`src/hw/rtl/assert_macros.svh`:
```
// ---------------------------------------------------------------------------
// Assertion macros
// Clocked concurrent assertions with reset disable; empty under synthesis.
// ---------------------------------------------------------------------------
`ifndef ASSERT_MACROS_SVH
`define ASSERT_MACROS_SVH

`ifndef SYNTHESIS
// Same-cycle implication: cond |-> expr
`define ASSERT_IMPL(label, clk, rstn, cond, expr) \
    label: assert property (@(posedge clk) disable iff (!rstn) (cond) |-> (expr)) \
        else $error("%m: assertion failed");
// Next-cycle implication: cond |=> expr
`define ASSERT_NEXT(label, clk, rstn, cond, expr) \
    label: assert property (@(posedge clk) disable iff (!rstn) (cond) |=> (expr)) \
        else $error("%m: assertion failed");
`else
`define ASSERT_IMPL(label, clk, rstn, cond, expr)
`define ASSERT_NEXT(label, clk, rstn, cond, expr)
`endif

`endif

```
`src/hw/rtl/qps_pkg.sv`:
```
`timescale 1ns / 1ps
// ---------------------------------------------------------------------------
// qps_pkg
// Shared constants, event codes and control/status types for the encoder
// position and speed block.
// ---------------------------------------------------------------------------
package qps_pkg;

    // Default width of the hardware encoder counter
    localparam int COUNTER_BITS_DEF = 16;

    // Field widths
    localparam int CPR_W   = 20;
    localparam int CAP_W   = 16;
    localparam int WRAP_W  = 16;
    localparam int POS_W   = 21;
    localparam int SPEED_W = 18;

    // Register reset and limits
    localparam logic [CPR_W-1:0] CPR_RESET = 20'd2048;
    localparam int SPEED_MAX = 131071;
    localparam logic [CAP_W-1:0] CAP_FULL_MASK = 16'hFFFF;

    // Event codes
    localparam logic [1:0] MODE_OVERFLOW  = 2'd0;
    localparam logic [1:0] MODE_UNDERFLOW = 2'd1;
    localparam logic [1:0] MODE_POS_CAP   = 2'd2;
    localparam logic [1:0] MODE_SPEED_CAP = 2'd3;

    // Controller to datapath commands
    typedef struct packed {
        logic accept;    // input item taken this cycle
        logic load;      // load divider from the position capture
        logic step;      // one remainder iteration
        logic out_load;  // latch results into the output register
    } qps_cmd_t;

    // Datapath to controller status
    typedef struct packed {
        logic fire;      // current input item completes both measurements
    } qps_sts_t;

endpackage

```
`src/hw/rtl/qps_datapath.sv`:
```
`timescale 1ns / 1ps
// ---------------------------------------------------------------------------
// qps_datapath
// Event state, capture registers, bit-serial remainder unit, speed
// difference logic and the output register.
// ---------------------------------------------------------------------------
module qps_datapath #(
    parameter int COUNTER_BITS = qps_pkg::COUNTER_BITS_DEF
) (
    input  logic                               aclk,
    input  logic                               aresetn,
    input  logic [qps_pkg::CPR_W-1:0]          cfg_wr_data,
    input  logic                               cfg_wr_en,
    input  logic [1:0]                         s_mode,
    input  logic [qps_pkg::CAP_W-1:0]          s_capture_value,
    input  logic                               s_direction_up,
    input  qps_pkg::qps_cmd_t                  cmd,
    output qps_pkg::qps_sts_t                  sts,
    output logic signed [qps_pkg::POS_W-1:0]   m_position,
    output logic signed [qps_pkg::SPEED_W-1:0] m_speed_counts,
    output logic                               m_oscillation
);

    localparam int CPR_W  = qps_pkg::CPR_W;
    localparam int CAP_W  = qps_pkg::CAP_W;
    localparam int WRAP_W = qps_pkg::WRAP_W;
    localparam int MAG_W  = WRAP_W + COUNTER_BITS;
    localparam int SPAN_W = (COUNTER_BITS > CAP_W) ? COUNTER_BITS : CAP_W;
    localparam int D_W    = SPAN_W + 2;
    localparam logic [CAP_W-1:0] CAP_MASK = (COUNTER_BITS >= CAP_W) ?
        qps_pkg::CAP_FULL_MASK : CAP_W'((64'd1 << COUNTER_BITS) - 64'd1);
    localparam logic signed [D_W-1:0] SAT_HI = D_W'(qps_pkg::SPEED_MAX);
    localparam logic signed [D_W-1:0] SAT_LO = -SAT_HI;
    localparam logic signed [D_W-1:0] SPAN   = D_W'(1) << COUNTER_BITS;

    // Configuration register
    logic [CPR_W-1:0] cpr_reg;

    always_ff @(posedge aclk) begin
        if (!aresetn) begin
            cpr_reg <= qps_pkg::CPR_RESET;
        end else if (cfg_wr_en) begin
            cpr_reg <= cfg_wr_data;
        end
    end

    // Event state
    logic [WRAP_W-1:0] wrap_count_reg, wrap_count_next;
    logic [WRAP_W-1:0] pos_wrap_snapshot_reg, pos_wrap_snapshot_next;
    logic [CAP_W-1:0]  pos_capture_reg, pos_capture_next;
    logic              pos_taken_reg, pos_taken_next;
    logic              speed_phase_reg, speed_phase_next;
    logic              speed_done_reg, speed_done_next;
    logic [CAP_W-1:0]  speed_first_reg, speed_first_next;
    logic [CAP_W-1:0]  speed_second_reg, speed_second_next;
    logic [WRAP_W-1:0] wrap_at_first_reg, wrap_at_first_next;
    logic [WRAP_W-1:0] wrap_at_second_reg, wrap_at_second_next;
    logic              up_reg, up_next;
    logic [CAP_W-1:0]  cap_m;
    logic              fire;

    assign cap_m = s_capture_value & CAP_MASK;

    // Item completes the pair of measurements
    assign fire = ((s_mode == qps_pkg::MODE_POS_CAP) && !pos_taken_reg && speed_done_reg) ||
                  ((s_mode == qps_pkg::MODE_SPEED_CAP) && !speed_done_reg &&
                   speed_phase_reg && pos_taken_reg);
    assign sts.fire = fire;

    always_comb begin
        wrap_count_next        = wrap_count_reg;
        pos_wrap_snapshot_next = pos_wrap_snapshot_reg;
        pos_capture_next       = pos_capture_reg;
        pos_taken_next         = pos_taken_reg;
        speed_phase_next       = speed_phase_reg;
        speed_done_next        = speed_done_reg;
        speed_first_next       = speed_first_reg;
        speed_second_next      = speed_second_reg;
        wrap_at_first_next     = wrap_at_first_reg;
        wrap_at_second_next    = wrap_at_second_reg;
        up_next                = up_reg;
        if (cmd.accept) begin
            up_next = s_direction_up;
            case (s_mode)
                qps_pkg::MODE_OVERFLOW: begin
                    wrap_count_next = wrap_count_reg + 16'd1;
                end
                qps_pkg::MODE_UNDERFLOW: begin
                    wrap_count_next = wrap_count_reg - 16'd1;
                end
                qps_pkg::MODE_POS_CAP: begin
                    if (!pos_taken_reg) begin
                        pos_capture_next       = cap_m;
                        pos_wrap_snapshot_next = wrap_count_reg;
                        pos_taken_next         = 1'b1;
                    end
                end
                default: begin
                    if (!speed_done_reg) begin
                        if (!speed_phase_reg) begin
                            speed_first_next   = cap_m;
                            wrap_at_first_next = wrap_count_reg;
                            speed_phase_next   = 1'b1;
                        end else begin
                            speed_second_next   = cap_m;
                            wrap_at_second_next = wrap_count_reg;
                            speed_phase_next    = 1'b0;
                            speed_done_next     = 1'b1;
                        end
                    end
                end
            endcase
            // Re-arm once the result is under way
            if (fire) begin
                pos_taken_next  = 1'b0;
                speed_done_next = 1'b0;
            end
        end
    end

    always_ff @(posedge aclk) begin
        if (!aresetn) begin
            wrap_count_reg        <= '0;
            pos_wrap_snapshot_reg <= '0;
            pos_capture_reg       <= '0;
            pos_taken_reg         <= 1'b0;
            speed_phase_reg       <= 1'b0;
            speed_done_reg        <= 1'b0;
            speed_first_reg       <= '0;
            speed_second_reg      <= '0;
            wrap_at_first_reg     <= '0;
            wrap_at_second_reg    <= '0;
            up_reg                <= 1'b0;
        end else begin
            wrap_count_reg        <= wrap_count_next;
            pos_wrap_snapshot_reg <= pos_wrap_snapshot_next;
            pos_capture_reg       <= pos_capture_next;
            pos_taken_reg         <= pos_taken_next;
            speed_phase_reg       <= speed_phase_next;
            speed_done_reg        <= speed_done_next;
            speed_first_reg       <= speed_first_next;
            speed_second_reg      <= speed_second_next;
            wrap_at_first_reg     <= wrap_at_first_next;
            wrap_at_second_reg    <= wrap_at_second_next;
            up_reg                <= up_next;
        end
    end

    // Extended count: wrap snapshot on top of the capture
    logic [MAG_W-1:0] cap_wide;
    logic [MAG_W-1:0] ext;
    logic [MAG_W-1:0] ext_mag;

    assign cap_wide = {{COUNTER_BITS{1'b0}}, pos_capture_reg};
    assign ext      = {pos_wrap_snapshot_reg, cap_wide[COUNTER_BITS-1:0]};
    assign ext_mag  = ext[MAG_W-1] ? ((~ext) + {{(MAG_W-1){1'b0}}, 1'b1}) : ext;

    // Restoring remainder, one dividend bit per step
    logic [MAG_W-1:0] dvd_reg, dvd_next;
    logic [CPR_W-1:0] rem_reg, rem_next;
    logic             neg_reg, neg_next;
    logic [CPR_W:0]   trial;
    logic [CPR_W:0]   trial_sub;

    assign trial     = {rem_reg, dvd_reg[MAG_W-1]};
    assign trial_sub = trial - {1'b0, cpr_reg};

    always_comb begin
        dvd_next = dvd_reg;
        rem_next = rem_reg;
        neg_next = neg_reg;
        if (cmd.load) begin
            dvd_next = ext_mag;
            rem_next = '0;
            neg_next = ext[MAG_W-1];
        end else if (cmd.step) begin
            dvd_next = {dvd_reg[MAG_W-2:0], 1'b0};
            rem_next = (trial >= {1'b0, cpr_reg}) ? trial_sub[CPR_W-1:0] : trial[CPR_W-1:0];
        end
    end

    always_ff @(posedge aclk) begin
        dvd_reg <= dvd_next;
        rem_reg <= rem_next;
        neg_reg <= neg_next;
    end

    // Signed position from the remainder
    logic [qps_pkg::POS_W-1:0] pos_abs;
    logic [qps_pkg::POS_W-1:0] pos_val;

    assign pos_abs = {1'b0, rem_reg};
    always_comb begin
        if (cpr_reg == '0) begin
            pos_val = '0;
        end else if (neg_reg) begin
            pos_val = '0 - pos_abs;
        end else begin
            pos_val = pos_abs;
        end
    end

    // Speed difference with single-wrap correction
    logic signed [D_W-1:0] old_s, new_s, d, d_sat;
    logic                  osc;
    logic signed [WRAP_W-1:0] w1, w2;

    assign old_s = $signed({{(D_W-CAP_W){1'b0}}, speed_first_reg});
    assign new_s = $signed({{(D_W-CAP_W){1'b0}}, speed_second_reg});
    assign w1    = $signed(wrap_at_first_reg);
    assign w2    = $signed(wrap_at_second_reg);

    always_comb begin
        if (w2 == w1) begin
            d   = new_s - old_s;
            osc = ((d <= 0) && up_reg) || ((d >= 0) && !up_reg);
        end else if (w2 > w1) begin
            d   = new_s + SPAN - old_s;
            osc = (d >= 0) && !up_reg;
        end else begin
            d   = new_s - old_s - SPAN;
            osc = (d <= 0) && up_reg;
        end
        if (d > SAT_HI) begin
            d_sat = SAT_HI;
        end else if (d < SAT_LO) begin
            d_sat = SAT_LO;
        end else begin
            d_sat = d;
        end
    end

    // Output register
    logic signed [qps_pkg::POS_W-1:0]   position_reg;
    logic signed [qps_pkg::SPEED_W-1:0] speed_reg;
    logic                               osc_reg;

    always_ff @(posedge aclk) begin
        if (cmd.out_load) begin
            position_reg <= $signed(pos_val);
            speed_reg    <= d_sat[qps_pkg::SPEED_W-1:0];
            osc_reg      <= osc;
        end
    end

    assign m_position     = position_reg;
    assign m_speed_counts = speed_reg;
    assign m_oscillation  = osc_reg;

endmodule

```
`src/hw/rtl/qps_ctrl.sv`:
```
`timescale 1ns / 1ps
// ---------------------------------------------------------------------------
// qps_ctrl
// Sequencer: item acceptance, remainder iteration count and result
// hand-off to the output register.
// ---------------------------------------------------------------------------
`include "assert_macros.svh"

module qps_ctrl #(
    parameter int COUNTER_BITS = qps_pkg::COUNTER_BITS_DEF
) (
    input  logic              aclk,
    input  logic              aresetn,
    input  logic              s_valid,
    output logic              s_ready,
    output logic              m_valid,
    input  logic              m_ready,
    input  qps_pkg::qps_sts_t sts,
    output qps_pkg::qps_cmd_t cmd
);

    localparam int MAG_W = qps_pkg::WRAP_W + COUNTER_BITS;
    localparam int CNT_W = $clog2(MAG_W);

    localparam logic [1:0] ST_IDLE = 2'd0;
    localparam logic [1:0] ST_LOAD = 2'd1;
    localparam logic [1:0] ST_DIV  = 2'd2;
    localparam logic [1:0] ST_DONE = 2'd3;

    logic [1:0]       state_reg, state_next;
    logic [CNT_W-1:0] cnt_reg, cnt_next;
    logic             m_valid_reg, m_valid_next;
    logic             accept;

    assign s_ready = (state_reg == ST_IDLE);
    assign accept  = s_valid && s_ready;
    assign m_valid = m_valid_reg;

    // Next state and commands
    always_comb begin
        state_next   = state_reg;
        cnt_next     = cnt_reg;
        cmd.accept   = accept;
        cmd.load     = 1'b0;
        cmd.step     = 1'b0;
        cmd.out_load = 1'b0;
        case (state_reg)
            ST_IDLE: begin
                if (accept && sts.fire) begin
                    state_next = ST_LOAD;
                end
            end
            ST_LOAD: begin
                cmd.load   = 1'b1;
                cnt_next   = CNT_W'(MAG_W - 1);
                state_next = ST_DIV;
            end
            ST_DIV: begin
                cmd.step = 1'b1;
                if (cnt_reg == '0) begin
                    state_next = ST_DONE;
                end else begin
                    cnt_next = cnt_reg - CNT_W'(1);
                end
            end
            ST_DONE: begin
                if (!m_valid_reg || m_ready) begin
                    cmd.out_load = 1'b1;
                    state_next   = ST_IDLE;
                end
            end
            default: begin
                state_next = ST_IDLE;
            end
        endcase
    end

    // Output valid flag
    always_comb begin
        if (cmd.out_load) begin
            m_valid_next = 1'b1;
        end else if (m_ready) begin
            m_valid_next = 1'b0;
        end else begin
            m_valid_next = m_valid_reg;
        end
    end

    always_ff @(posedge aclk) begin
        if (!aresetn) begin
            state_reg   <= ST_IDLE;
            cnt_reg     <= '0;
            m_valid_reg <= 1'b0;
        end else begin
            state_reg   <= state_next;
            cnt_reg     <= cnt_next;
            m_valid_reg <= m_valid_next;
        end
    end

    // Checks
    `ASSERT_NEXT(a_fire_starts, aclk, aresetn, accept && sts.fire, state_reg == ST_LOAD)
    `ASSERT_NEXT(a_load_count, aclk, aresetn, state_reg == ST_LOAD,
                 (state_reg == ST_DIV) && (cnt_reg == CNT_W'(MAG_W - 1)))
    `ASSERT_NEXT(a_stall_holds, aclk, aresetn, m_valid_reg && !m_ready, m_valid_reg)
    `ASSERT_IMPL(a_no_overwrite, aclk, aresetn, cmd.out_load, !m_valid_reg || m_ready)

endmodule

```
`src/hw/rtl/quadrature_position_speed.sv`:
```
`timescale 1ns / 1ps
// ---------------------------------------------------------------------------
// quadrature_position_speed
// Encoder event tracker producing shaft position and speed measurements.
// ---------------------------------------------------------------------------
// Usage:
//   s_* channel: one encoder event per item (overflow, underflow, position
//   capture, speed capture) with valid/ready handshake.
//   m_* channel: one result (position, speed_counts, oscillation) after the
//   item that completes a position capture and a speed capture pair.
//   cfg_wr_en / cfg_wr_data: counts per revolution, written while idle.
// Timing:
//   Items that give no result are taken one per cycle while idle.
//   An item that completes a measurement starts the remainder loop: a load
//   state, 16 + COUNTER_BITS iterations, then a hand-off state that loads the
//   output register. No item is taken until the controller is idle again.
// Reset: all capture state clears, counts per revolution returns to 2048,
//   no result is pending.
// Stall: the result waits in the output register; items that give no result
//   are still taken, and a new result waits in the controller until the
//   output register is free.
// ---------------------------------------------------------------------------
module quadrature_position_speed #(
    parameter int COUNTER_BITS = qps_pkg::COUNTER_BITS_DEF
) (
    input  logic                               aclk,
    input  logic                               aresetn,
    input  logic                               cfg_wr_en,
    input  logic [qps_pkg::CPR_W-1:0]          cfg_wr_data,
    input  logic                               s_valid,
    output logic                               s_ready,
    input  logic [1:0]                         s_mode,
    input  logic [qps_pkg::CAP_W-1:0]          s_capture_value,
    input  logic                               s_direction_up,
    output logic                               m_valid,
    input  logic                               m_ready,
    output logic signed [qps_pkg::POS_W-1:0]   m_position,
    output logic signed [qps_pkg::SPEED_W-1:0] m_speed_counts,
    output logic                               m_oscillation
);

    qps_pkg::qps_cmd_t cmd;
    qps_pkg::qps_sts_t sts;

    // Sequencer
    qps_ctrl #(
        .COUNTER_BITS (COUNTER_BITS)
    ) u_ctrl (
        .aclk    (aclk),
        .aresetn (aresetn),
        .s_valid (s_valid),
        .s_ready (s_ready),
        .m_valid (m_valid),
        .m_ready (m_ready),
        .sts     (sts),
        .cmd     (cmd)
    );

    // Datapath
    qps_datapath #(
        .COUNTER_BITS (COUNTER_BITS)
    ) u_datapath (
        .aclk            (aclk),
        .aresetn         (aresetn),
        .cfg_wr_data     (cfg_wr_data),
        .cfg_wr_en       (cfg_wr_en),
        .s_mode          (s_mode),
        .s_capture_value (s_capture_value),
        .s_direction_up  (s_direction_up),
        .cmd             (cmd),
        .sts             (sts),
        .m_position      (m_position),
        .m_speed_counts  (m_speed_counts),
        .m_oscillation   (m_oscillation)
    );

endmodule
```
`config.mk`:
```
export PLATFORM = sky130hd
export DESIGN_NAME = quadrature_position_speed
export DESIGN_NICKNAME = d
export VERILOG_FILES = /design/src/hw/rtl/qps_pkg.sv /design/src/hw/rtl/qps_datapath.sv /design/src/hw/rtl/qps_ctrl.sv /design/src/hw/rtl/quadrature_position_speed.sv
export VERILOG_INCLUDE_DIRS = /design/src /design/src/hw/rtl
export SDC_FILE = /design/constraint.sdc
export NUM_CORES = 1
export LEC_CHECK = 0
export ABC_AREA = 1
export BUFFER_PORTS_ARGS = -buffer_cell sky130_fd_sc_hd__buf_2
export CORE_UTILIZATION = 40
export DETAILED_ROUTE_END_ITERATION = 6
export GPL_TIMING_DRIVEN = 1
export PLACE_DENSITY_LB_ADDON = 0.15
export SLEW_MARGIN = 25
export SYNTH_ARGS = -nofsm -noshare
export SYNTH_HDL_FRONTEND = slang
export SYNTH_HIERARCHICAL = 1
export SYNTH_SLANG_ARGS = --single-unit
export TNS_END_PERCENT = 10
```
`constraint.sdc`:
```
create_clock -name aclk -period 7.3 [get_ports aclk]
set_input_delay 0.365 -clock aclk [delete_from_list [all_inputs] [get_ports aclk]]
set_output_delay 0.365 -clock aclk [all_outputs]
set_load 0.005 [all_outputs]
```
# Word-level counts from Yosys, hierarchy flattened
# Index checks and enable logic that the tools add are counted.
[classes]
n_addsub = 10
multipliers = 0
div_mod_pow = 0
order_cmp = 8
n_eq_ne = 12
shift = 0
muxes = 30
n_bitwise = 6
n_reduce_logical = 39
[op_table]
columns = ["cell", "count"]
rows = [
  ["32-bit two-way mux", 3],
  ["18-bit two-way mux", 3],
  ["20-bit two-way mux", 2],
  ["32-bit by 1-bit adder with 32-bit output, second input constant", 1],
  ["32-bit NOT", 1],
  ["16-bit case mux with 2 select lines", 1],
  ["21-bit by 20-bit greater-or-equal comparator with 1-bit output", 1],
  ["1-bit by 20-bit subtractor with 21-bit output, first input constant", 1],
  ["20-bit zero test", 1],
  ["20-bit subtractor", 1],
  ["16-bit by 17-bit adder with 18-bit output, second input constant", 1],
  ["18-bit by 1-bit greater-or-equal comparator with 1-bit output, second input constant", 1],
  ["18-bit > comparator, second input constant", 1],
  ["18-bit by 1-bit less-or-equal comparator with 1-bit output, second input constant", 1],
  ["18-bit less-than comparator, second input constant", 1],
  ["17-bit by 18-bit subtractor with 18-bit output, second input constant", 1],
  ["18-bit by 17-bit subtractor with 18-bit output", 1],
  ["17-bit by 1-bit greater-or-equal comparator with 1-bit output, second input constant", 1],
  ["17-bit by 1-bit less-or-equal comparator with 1-bit output, second input constant", 1],
  ["16-bit by 16-bit subtractor with 17-bit output", 1],
  ["16-bit by 1-bit adder with 16-bit output, second input constant", 1],
  ["16-bit equality test", 1],
  ["16-bit > comparator", 1],
  ["16-bit by 1-bit subtractor with 16-bit output, second input constant", 1],
  ["22 further kinds", 76],
]
[totals]
register_bits = 237
latchBits = 0
ram_bits = 0
romBits = 0
in_bits = 44
out_inout_bits = 42
elab_cells = 128
n_memories = 0

# Depth between registers and ports, before layout
# Gate-level depths: netlist (run 1).
[logic_depth]
word_depth = 8
mapped_depth = 19
ltp_nobuf = 18

# Cells and area by module
# Netlist (run 1), hierarchy kept.
[modules_own_cells]
columns = ["module", "instances", "cells_each", "area_each_um2", "seq_area_each_um2"]
rows = [
  ["qps_datapath", 1, 1727, 12778.5, 5315.1],
  ["qps_ctrl", 1, 72, 486.7, 160.2],
]

# Worst setup path after synthesis (run 1)
# Ideal clock, no wire load.
[synth_timing]
kind = "register to register"
start = "register u_datapath.speed_second_reg[0]"
end = "register u_datapath.speed_reg, in the netlist u_datapath/m_speed_counts[10], data pin"
setup_time_ns = 0.266
arrival_time_ns = 2.724
required_time_ns = 7.034
setup_slack_ns = 4.310
path_stages_with_launch = 19
n_path_buf = 2
period_less_slack_ns = 2.990
path_cell_list = "dfxtp_1 > inv_1 > ha_1 > inv_1 > fa_1 > nand3_1 > nand3_1 > nand2_1 > nand2_1 > nand2_1 > nand2_1 > a21oi_1 > nor2_1 > nor2_1 > o21ai_0 > ha_1 > clkbuf_1 > clkbuf_1 > nor2_1"
[synth_between]
elab_chain_cells = 6
elab_cells_between_ends = 9
cone_classes = "4 x add/sub; 2 x order compare; 3 x mux"
[synth_lines]
columns = ["element", "line", "rtl"]
rows = [
  ["from (decl)", "qps_datapath.sv:55", "logic [CAP_W-1:0] speed_second_reg, speed_second_next;"],
  ["from (signal assigned)", "qps_datapath.sv:142", "speed_second_reg <= speed_second_next;"],
  ["16-bit by 17-bit adder with 18-bit output / 16-bit by 16-bit subtractor with 17-bit output (equally long branches)", "qps_datapath.sv:218, qps_datapath.sv:215, qps_datapath.sv:221", ""],
  ["18-bit by 17-bit subtractor with 18-bit output / 17-bit by 18-bit subtractor with 18-bit output (equally long branches)", "qps_datapath.sv:218, qps_datapath.sv:221", ""],
  ["18-bit two-way mux", "qps_datapath.sv:217", "end else if (w2 > w1) begin"],
  ["18-bit two-way mux *", "qps_datapath.sv:214", "if (w2 == w1) begin"],
  ["18-bit less-than comparator", "qps_datapath.sv:226", "end else if (d < SAT_LO) begin"],
  ["18-bit two-way mux", "qps_datapath.sv:226", ""],
  ["to (signal assigned)", "qps_datapath.sv:241", "speed_reg <= d_sat[qps_pkg::SPEED_W-1:0];"],
  ["to (decl)", "qps_datapath.sv:235", "logic signed [qps_pkg::SPEED_W-1:0] speed_reg;"],
]
# Every way passes the cells marked *; elsewhere a longest branch is shown, timed or not.
# A chain may end at the register's enable or synchronous reset.

# Worst setup path after layout (run 1)
[layout_timing]
start = "register u_datapath.speed_first_reg[0]"
end = "register u_datapath.speed_reg, in the netlist u_datapath/m_speed_counts[12], data pin"
[layout_between]
elab_chain_cells = 6
elab_cells_between_ends = 8
cone_classes = "3 x add/sub; 2 x order compare; 3 x mux"
[layout_lines]
columns = ["element", "line", "rtl"]
rows = [
  ["from (decl)", "qps_datapath.sv:54", "logic [CAP_W-1:0] speed_first_reg, speed_first_next;"],
  ["from (signal assigned)", "qps_datapath.sv:141", "speed_first_reg <= speed_first_next;"],
  ["16-bit by 16-bit subtractor with 17-bit output", "qps_datapath.sv:215, qps_datapath.sv:221", ""],
  ["17-bit by 18-bit subtractor with 18-bit output", "qps_datapath.sv:221", "d = new_s - old_s - SPAN;"],
  ["18-bit two-way mux", "qps_datapath.sv:217", ""],
  ["18-bit two-way mux *", "qps_datapath.sv:214", ""],
  ["18-bit less-than comparator", "qps_datapath.sv:226", ""],
  ["18-bit two-way mux", "qps_datapath.sv:226", ""],
]
# Marks and branches as above.

==> flow_metrics.tcl, run 1 <==
set metrics [dict create \
    status "finished clean" \
    p_switching_mw 1.439 \
    syn_avg_cell_area_sq_um 7.374 \
    gp_congestion 0.8821 \
    synth_mux_area_share_pct 0 \
    maxCapViolations 0 \
    finalPower_mw 4.214 \
    antenna_found_initial 0 \
    cts_hold_buf 0 \
    grt_use_met3_pct 2.707 \
    power_leakage_nw 6.986 \
    synthesis.nets 1920 \
    ant_nets 0 \
    worstPathArrival_ns 3.40 \
    ctsResizeCount 0 \
    die_w_um 184.1 \
    synthToLayoutAreaGrowth_pct 12.80 \
    slew_headroom_pct 38.64 \
    power.density_nw_per_um2 281.6 \
    worst_slew_pin_slew_ns 0.9192 \
    globalRouteMet1Util_pct 26.51 \
    synthArstFlopShare_pct 0 \
    synth-simple-area-share_pct 23.53 \
    busiest_layer "met2" \
    dpl.hpwl_mm 25.24 \
    start_kind "flop" \
    numCtsBuffers 27 \
    p_seq_share_pct 39.4 \
    hold_violations 0 \
    antennaDiodeCount 0 \
    endpoint_kind "flop" \
    routed_wirelength_mm 34.09 \
    drc_errors 0 \
    p_comb_share_pct 28.8 \
    die_y_um 184.1 \
    maxSlewViolCount 0 \
    grt_setup_unrepaired "no" \
    syn_area_sq_um 13270 \
    setup_viol 0 \
    synth-edff-count 73 \
    ir_drop_mv 0.1605 \
    synth_cell_type_count 45 \
    postCtsSetupRepairBufs 0 \
    root_buffer "clkbuf_16" \
    wl_per_cell_um 14.66 \
    synthXorXnorAreaFrac_pct 2.905 \
    ioPinCount 86 \
    crit_required_ns 7.56 \
    fin_crit_sh_pct 43.02 \
    initial_core_util_pct 40.67 \
    gr-usage-met2_pct 34.56 \
    grt_max_degree 80 \
    synth_warnings 6 \
    synth_cells 1799 \
    critPathMaxFanout 17 \
    core-area_sq_um 32620 \
    drive_above_1_share_pct 8.546 \
    vias 11569 \
    grt_pass1_vias 10647 \
    grt_pass1_wl_mm 54.70 \
    io_buffers 85 \
    clk_pin_slew_ns 0.06 \
    clkPwrFrac_pct 31.8 \
    largest_reg_flops 32 \
    switching_share_pct 34.14 \
    seq_area_frac_synth_pct 41.28 \
    nFillCells 3325 \
    layout.nets 1984 \
    cts_tree "yes" \
    synthAdderAreaFrac_pct 7.433 \
    fin_crit_ns 3.140 \
    cts_htree_levels 1 \
    setup_tns_ns 0 \
    ys.flop_type "dfxtp_1" \
    cts_sinks 237 \
    floorplan.die_area_sq_um 33890 \
    synth_compound_gate_area_share_pct 16.56 \
    fmax_mhz 318.4 \
    internal_power_mw 2.775 \
    synth_top_family_by_area "simple AND/OR/NAND/NOR gates" \
    skew_ns 0.02350 \
    path_class "reg2reg" \
    synth-seq-cells 237 \
    clockBufferDepth 3 \
    routed_via_density 4.974 \
    grtUsageTotal_pct 20.04 \
    drtIter0Drc 691 \
    dr.pass1.iters 5 \
    min_path_type "in2reg" \
    rows 66 \
    grt.overflow.total 0 \
    hold_slack_ns 0.05670 \
    insertion_delay_ns 0.55 \
]
[Yosys cell counts, types with 4 or more instances]
cell	instances	area share, %
nand2_1	337	9.5
nor2_1	243	6.9
inv_1	220	6.2
o21ai_0	186	7.0
a21oi_1	164	6.2
dfxtp_1	164	25
nand3_1	80	3.0
ha_1	74	7.0
edfxtp_1	73	17
clkbuf_1	53	1.5
xor2_1	32	2.1
nor3_1	24	0.91
nand4_1	20	0.94
o211ai_1	16	0.91
xnor2_1	12	0.79
a31oi_1	11	0.52
o21ai_1	11	0.41
a21o_1	7	0.40
nand3b_1	7	0.40
o21a_1	7	0.40
and3_1	6	0.28
nor4_1	6	0.28
clkinv_1	4	0.11
nand2_2	4	0.19
[critical path: stages, from the launching register on]
cell,delay [ns]
dfxtp_1,0.35
ha_1,0.15
inv_1,0.08
fa_1,0.44
nand3_1,0.12
nand3_1,0.10
nand2_1,0.09
nand2_1,0.07
nand2_1,0.08
nand2_1,0.07
a21oi_1,0.26
nor2_1,0.10
nor2_1,0.14
o21ai_0,0.11
ha_1,0.61
a21oi_1,0.11
[power groups by stage]
stage	sequential, mW	clock (mW)	combinational [mW]
2_1_floorplan	1.64	0	0.940
3_3_place_gp	1.68	0	1.20
3_5_place_dp	1.69	0	1.22
4_1_cts	1.66	1.38	1.22
5_1_grt	1.67	1.43	1.39
6_report	1.66	1.34	1.21
[logic make-up after synthesis]
family                     Yosys count
and+or+nand+nor                    744
AOI/OAI and AO/OA                  413
buffers and inverters              284
DFF                                237
adders and majority gates           77
xor gates and xnor gates            44
[layer usage]
layer	vias up	wire length [um]	share of wire (%)
li1	6081	-	-
met1	5270	16360	48
met2	177	15950	47
met3	41	1198	3.5
met4	0	584	1.7
met5	-	0	0
[path summary, 6_finish.rpt]
path                            slack, ns                            end                           from  cells past startpoint
worst min register to register       0.46  u_datapath/speed_first_reg[7]  u_datapath/speed_first_reg[7]                      2
worst max register to register       4.16  u_datapath/m_speed_counts[12]  u_datapath/speed_first_reg[0]                     15
worst max-delay path                 4.16  u_datapath/m_speed_counts[12]  u_datapath/speed_first_reg[0]                     15
worst min-delay path                 0.06         u_datapath/cpr_reg[11]                cfg_wr_data[11]                      3
[final cells by class]
| cell class | instances | area [sq um] | share of cell area (%) |
|---|---|---|---|
| multi-input combinational | 1278 | 6704 | 44.80 |
| sequential | 237 | 5475 | 36.59 |
| inverter | 224 | 840.8 | 5.619 |
| clock buffer | 40 | 808.3 | 5.402 |
| tap | 442 | 553.0 | 3.696 |
| timing repair buffer | 95 | 503.0 | 3.361 |
| clock inverter | 10 | 78.83 | 0.5268 |
[cell usage in the layout, fill, tap and decap left out, types with 20 or more instances in the layout]
cell,netlist,final
a21oi_1,164,163
buf_2,0,84
clkbuf_16,0,29
dfxtp_1,164,164
edfxtp_1,73,73
ha_1,74,74
inv_1,220,219
nand2_1,337,337
nand3_1,80,80
nand4_1,20,20
nor2_1,243,242
nor3_1,24,24
o21ai_0,186,186
xor2_1,32,32
[metrics by stage]
stage          utilization, %  instance area [sq um]  instances  setup WS (ns)
2_1_floorplan               -                  13270       1799          4.310
6_report                45.87                  14960       2326          4.160
3_5_place_dp            43.15                  14080       2276          4.163
4_1_cts                 45.87                  14960       2326          4.169
5_1_grt                 45.87                  14960       2326          3.850
3_3_place_gp            43.15                  14080       2276          4.225
No activity file was read; power rests on OpenSTA's default activity.
==> run 2: changes to the inputs <==
- clock period: 7.3 -> 3.2 ns (I/O delays scaled with it)
==> run 2 against run 1 <==
Clock power is 140% higher. Final cell count is 2.4% higher. Die area stayed put. Count of clock-buffer cells in the layout is 2 lower. Hold slack worse by 0.021 ns. Largest cell class unchanged. Critical path depth is 2 higher. Routed wire length is 0.23% higher. Sequential cell count stayed put. Clock skew is 0.012 ns lower. Combinational power is 140% higher. First-iteration DRC count is 3.0% lower. Register-to-register slack worse by 3.8 ns.
==> flow_metrics.tcl, run 2 (synthesized netlist as in run 1, its figures left out) <==
set metrics [dict create \
    critPathMaxStageDelay_ns 0.43 \
    power_leakage_nw 7.251 \
    dr.pass1.iters 7 \
    drive_above_1_share_pct 9.128 \
    fin_crit_ns 2.849 \
    hold_slack_ns 0.03554 \
    p_switching_mw 3.329 \
    ir_drop_mv 0.3911 \
    grt_pass1_vias 11114 \
    internal_power_mw 6.589 \
    switching_share_pct 33.57 \
    fin_crit_sh_pct 89.03 \
    maxCapViolations 0 \
    core-area_sq_um 32620 \
    antennaDiodeCount 0 \
    synthToLayoutAreaGrowth_pct 17.22 \
    drc_errors 0 \
    dpl.hpwl_mm 24.85 \
    clkPwrFrac_pct 32.8 \
    routed_wirelength_mm 34.17 \
    most-common-layout-cells "nand2_1, nor2_1, inv_1, o21ai_0, dfxtp_1" \
    start_kind "flop" \
    gp_congestion 0.9201 \
    vias 11756 \
    crit_required_ns 3.50 \
    rows 66 \
    grt_pass1_wl_mm 55.58 \
    final_common_cell "nand2_1" \
    worstPathArrival_ns 3.15 \
    critPathMaxFanout 17 \
    maxSlewViolCount 0 \
    clk_pin_slew_ns 0.06 \
    path_class "reg2reg" \
    die_y_um 184.1 \
    grt.overflow.total 0 \
    cpMostUsedCell "nand2_1" \
    cts_tree "yes" \
    status "finished clean" \
    setup_viol 0 \
    ant_nets 0 \
    worst_slew_pin_slew_ns 0.7812 \
    cts_htree_levels 1 \
    p_comb_share_pct 29.2 \
    floorplan.die_area_sq_um 33890 \
    initial_core_util_pct 40.67 \
    antenna_found_initial 0 \
    grt_max_degree 75 \
    critical_path.slowest_cell "fa_1" \
    setup_tns_ns 0 \
    power.density_nw_per_um2 637.8 \
    insertion_delay_ns 0.55 \
    slew_headroom_pct 47.60 \
    io_buffers 85 \
    root_buffer "clkbuf_16" \
    layout.nets 2038 \
    grt_setup_unrepaired "no" \
    min_path_type "in2reg" \
    path_cells "inv_1, ha_1, inv_1, fa_1, nand3_1, nand3_1, nand2_1, nand2_1, nand2_1, nand2_1, a21oi_1, buf_4, nand2_1, o21ai_1, ha_4, inv_1, nand2_1" \
    wl_per_cell_um 14.35 \
    die_w_um 184.1 \
    final_util_pct 47.67 \
    routed_via_density 4.937 \
    fmax_mhz 351.0 \
    nFillCells 3250 \
    numCtsBuffers 28 \
    p_seq_share_pct 38.0 \
    hold_violations 0 \
    endpoint_kind "flop" \
    skew_ns 0.01105 \
    clockBufferDepth 3 \
    largest_reg_flops 32 \
    ioPinCount 86 \
    cts_sinks 237 \
    drtIter0Drc 670 \
    grtUsageTotal_pct 20.27 \
]
==> run 2: changes by cell type in the layout (fill, tap and decap cells not counted), moves of 2 or more <==
cell           change
buf_4             +12
bufinv_16          +2
clkinv_2           +2
dlygate4sd3_1     +41
==> run 2: power by group through the flow <==
stage	clock, mW	sequential [mW]	combinational [mW]
finish	3.25	3.77	2.90
global route	3.47	3.80	3.32
CTS	3.35	3.77	2.86
detailed placement	0	3.83	2.80
global placement	0	3.83	2.78
floorplan	0	3.75	2.14
==> run 2: through the flow <==
step	setup WS (ns)	total power, mW	instance area, sq um	instances
5_1_grt	0.03493	10.59	15550	2381
2_1_floorplan	0.2104	5.892	13270	1799
3_3_place_gp	0.1831	6.604	14170	2288
6_report	0.3509	9.918	15550	2381
3_5_place_dp	0.1157	6.634	14170	2288
4_1_cts	0.09855	9.981	15540	2381
==> run 2: critical path, delay by kind of cell (launching register included) <==
family	cells	cell delay (ns)
flops	1	0.30
compound gates	2	0.44
simple gates	8	0.63
fa+ha+maj	3	0.85
buf+inv	4	0.37
==> run 2: per-layer routing <==
metal  up-vias  wire (um)  share of wire (%)  track usage [%]
li1       6193          -                  -                -
met1      5319      16420                 48            26.49
met2       186      15630                 46            34.76
met3        58       1181                3.5            2.450
met4         0        941                2.8            6.300
met5         -          0                  0                0
==> run 2: what timing repair did <==
item                                    4_1_cts  5_1_grt
setup buffers                                 0        0
hold buffers                                 41        0
resized for setup                             0        3
endpoints found under the setup margin        0       17
endpoints found under the hold margin        66        0
==> run 2: layout make-up <==
type / instances / area (sq um) / area share [%]
sequential: 237 / 5475 / 35.21
inverter: 224 / 840.8 / 5.407
multi-input combinational: 1278 / 6716 / 43.19
clock inverter: 14 / 161.4 / 1.038
timing repair buffer: 148 / 1003 / 6.453
tap: 442 / 553.0 / 3.556
clock buffer: 38 / 799.5 / 5.142
==> run 2: final timing paths <==
path | from | end | slack, ns | cells past startpoint
max | u_datapath/speed_second_reg[0] | u_datapath/m_speed_counts[0] | 0.35 | 17
min | s_mode[0] | u_datapath/speed_done_reg | 0.04 | 5
max reg2reg | u_datapath/speed_second_reg[0] | u_datapath/m_speed_counts[0] | 0.35 | 17
min reg2reg | u_datapath/speed_first_reg[7] | u_datapath/speed_first_reg[7] | 0.46 | 2
==> run 3: changes to the inputs <==
- CAP_MARGIN: not set -> 20
- CORE_UTILIZATION: 40 -> 61
==> run 3 against run 2 <==
First-iteration DRC count up 72%. Sequential share of layout area up 0.74 points. Sequential power about the same. Count of clock-buffer cells in the layout down 8. Fmax down 5.1%. Clock skew up 0.0081 ns. Register-to-register slack worse by 0.15 ns. Routed wire length down 0.53%. Hold slack better by 0.011 ns. Clock power down 5%. Critical path depth unchanged.
==> flow_metrics.tcl, run 3 (synthesized netlist as in run 1, its figures left out) <==
set metrics [dict create \
    ir_drop_mv 0.4486 \
    die_w_um 149.5 \
    insertion_delay_ns 0.54 \
    grt_pass1_vias 11495 \
    hold-path-endpoint "u_datapath/speed_done_reg" \
    crit_cells 17 \
    setup_viol 0 \
    start_kind "flop" \
    endpoint_kind "flop" \
    fin_crit_sh_pct 93.85 \
    layout.cells.non_filler 2205 \
    setup_tns_ns 0 \
    place_inst 2115 \
    initial_core_util_pct 62.71 \
    floorplan.die_area_sq_um 22340 \
    power_leakage_nw 7.186 \
    fin_crit_ns 3.003 \
    min_path_type "in2reg" \
    layout.nets 2031 \
    critical_path_buf_inv_count 4 \
    critical-path-top-delay-family "adder cells" \
    finalPower_mw 9.778 \
    cpMostUsedCell "nand2_1" \
    grtUsageTotal_pct 30.24 \
    hold_violations 0 \
    drive_above_1_share_pct 8.605 \
    slew_headroom_pct 40.26 \
    wl_per_cell_um 15.41 \
    routed_via_density 5.620 \
    cts_htree_levels 1 \
    die_y_um 149.5 \
    clockBufferDepth 3 \
    clk_pin_slew_ns 0.06 \
    grt_pass1_wl_mm 54.69 \
    drtIter0Drc 1151 \
    worst_slew_pin_slew_ns 0.8906 \
    routed_wirelength_mm 33.99 \
    largest_reg_flops 32 \
    ant_nets 0 \
    cts_sinks 237 \
    numCtsBuffers 26 \
    maxSlewViolCount 0 \
    ioPinCount 86 \
    maxCapViolations 0 \
    reg2reg_slack_ns 0.20 \
    cts_tree "yes" \
    r2r_cells 17 \
    worstReg2RegStart "u_datapath/speed_second_reg[0]" \
    fmax_mhz 333.0 \
    antenna_found_initial 1 \
    power.density_nw_per_um2 642.1 \
    nFillCells 1699 \
    synthToLayoutAreaGrowth_pct 14.80 \
    dr.pass1.iters 6 \
    final_common_cell "nand2_1" \
    io_buffers 85 \
    drc_errors 0 \
    critPathMaxStageDelay_ns 0.42 \
    critical_path.slowest_cell "fa_1" \
    gp_congestion 0.9089 \
    status "finished clean" \
    core-area_sq_um 21150 \
    root_buffer "clkbuf_16" \
    min_from "s_mode[0]" \
    skew_ns 0.01916 \
    most-common-layout-cells "nand2_1, nor2_1, inv_1, o21ai_0, dfxtp_1" \
    rows 53 \
    worstPathArrival_ns 3.29 \
    crit_required_ns 3.49 \
    path_class "reg2reg" \
    critPathMaxFanout 17 \
    whs_path_depth 5 \
    dpl.hpwl_mm 23.27 \
    grt.overflow.total 0 \
    grt_max_degree 80 \
    vias 12392 \
    r2r_end "u_datapath/m_speed_counts[0]" \
    path_cells "inv_1, ha_1, inv_1, fa_1, nand3_1, nand3_1, nand2_1, nand2_1, nand2_1, nand2_1, a21oi_1, buf_4, nand2_1, o21ai_0, ha_4, inv_1, nand2_1" \
]
## run 3: cell count changes in the layout (fill, tap and decap cells not counted), sizes merged
cell         delta
buf             -6
bufinv          +1
clkbuf          -8
clkinv          +2
clkinvlp        -1
diode           +1
dlygate4sd3     +1
inv             +1
## run 3: metrics by stage
stage / setup slack, ns / utilization (%) / area, sq um / hold WS (ns)
5_1_grt: -0.09193 / 71.99 / 15230 / 0.08092
2_1_floorplan: 0.2104 / - / 13270 / 0.2604
6_report: 0.1968 / 71.99 / 15230 / 0.04668
3_5_place_dp: 0.1873 / 65.77 / 13910 / 0.3804
3_3_place_gp: 0.2818 / 65.77 / 13910 / 0.3771
4_1_cts: 0.1690 / 71.87 / 15200 / 0.009216
## run 3: layer usage
| metal | up-vias | GRT usage (%) | routed length (um) |
|---|---|---|---|
| li1 | 6192 | - | - |
| met1 | 5663 | 39.28 | 14610 |
| met2 | 454 | 51.81 | 16110 |
| met3 | 83 | 3.476 | 2264 |
| met4 | 0 | 10.71 | 1008 |
| met5 | - | 0 | 0 |
## run 3: repair_timing
| item | CTS | global route |
|---|---|---|
| hold endpoints to repair | 64 | 1 |
| hold buffers | 41 | 1 |
| resized for setup | 0 | 2 |
| endpoints found under the setup margin | 0 | 17 |
| buffers inserted | 0 | 0 |
## run 3: power breakdown
group	switching, mW	total (mW)	internal (mW)
clock	1.24	3.08	1.84
sequential	0.203	3.77	3.57
combinational	1.91	2.93	1.02
## run 3: layout make-up
cell class | count | area (sq um) | area share (%)
inverters | 224 | 840.8 | 5.521
well taps | 275 | 344.1 | 2.259
multi-input cells | 1278 | 6716 | 44.10
flip-flops and latches | 237 | 5475 | 35.95
diodes | 1 | 2.502 | 0.01643
clock buffers | 30 | 675.6 | 4.437
clock inverters | 17 | 205.2 | 1.347
repair buffers | 143 | 968.4 | 6.359
## run 3: worst max-delay path by stage
stage | from | end
after floorplan | u_datapath/speed_second_reg[0] | u_datapath/m_speed_counts[10]
after global placement | u_datapath/speed_second_reg[0] | u_datapath/m_speed_counts[16]
after detailed placement | u_datapath/speed_second_reg[0] | u_datapath/m_speed_counts[1]
after global routing | u_datapath/speed_second_reg[0] | u_datapath/m_speed_counts[0]
final | u_datapath/speed_second_reg[0] | u_datapath/m_speed_counts[0]
after CTS | u_datapath/speed_second_reg[0] | u_datapath/m_speed_counts[1]
## run 3: worst register-to-register path, stage by stage, from the launching register on
cell,delay [ns]
dfxtp_1,0.30
inv_1,0.06
ha_1,0.13
inv_1,0.08
fa_1,0.42
nand3_1,0.12
nand3_1,0.10
nand2_1,0.09
nand2_1,0.07
nand2_1,0.08
nand2_1,0.07
a21oi_1,0.17
buf_4,0.15
nand2_1,0.05
o21ai_0,0.41
ha_4,0.33
inv_1,0.07
nand2_1,0.05
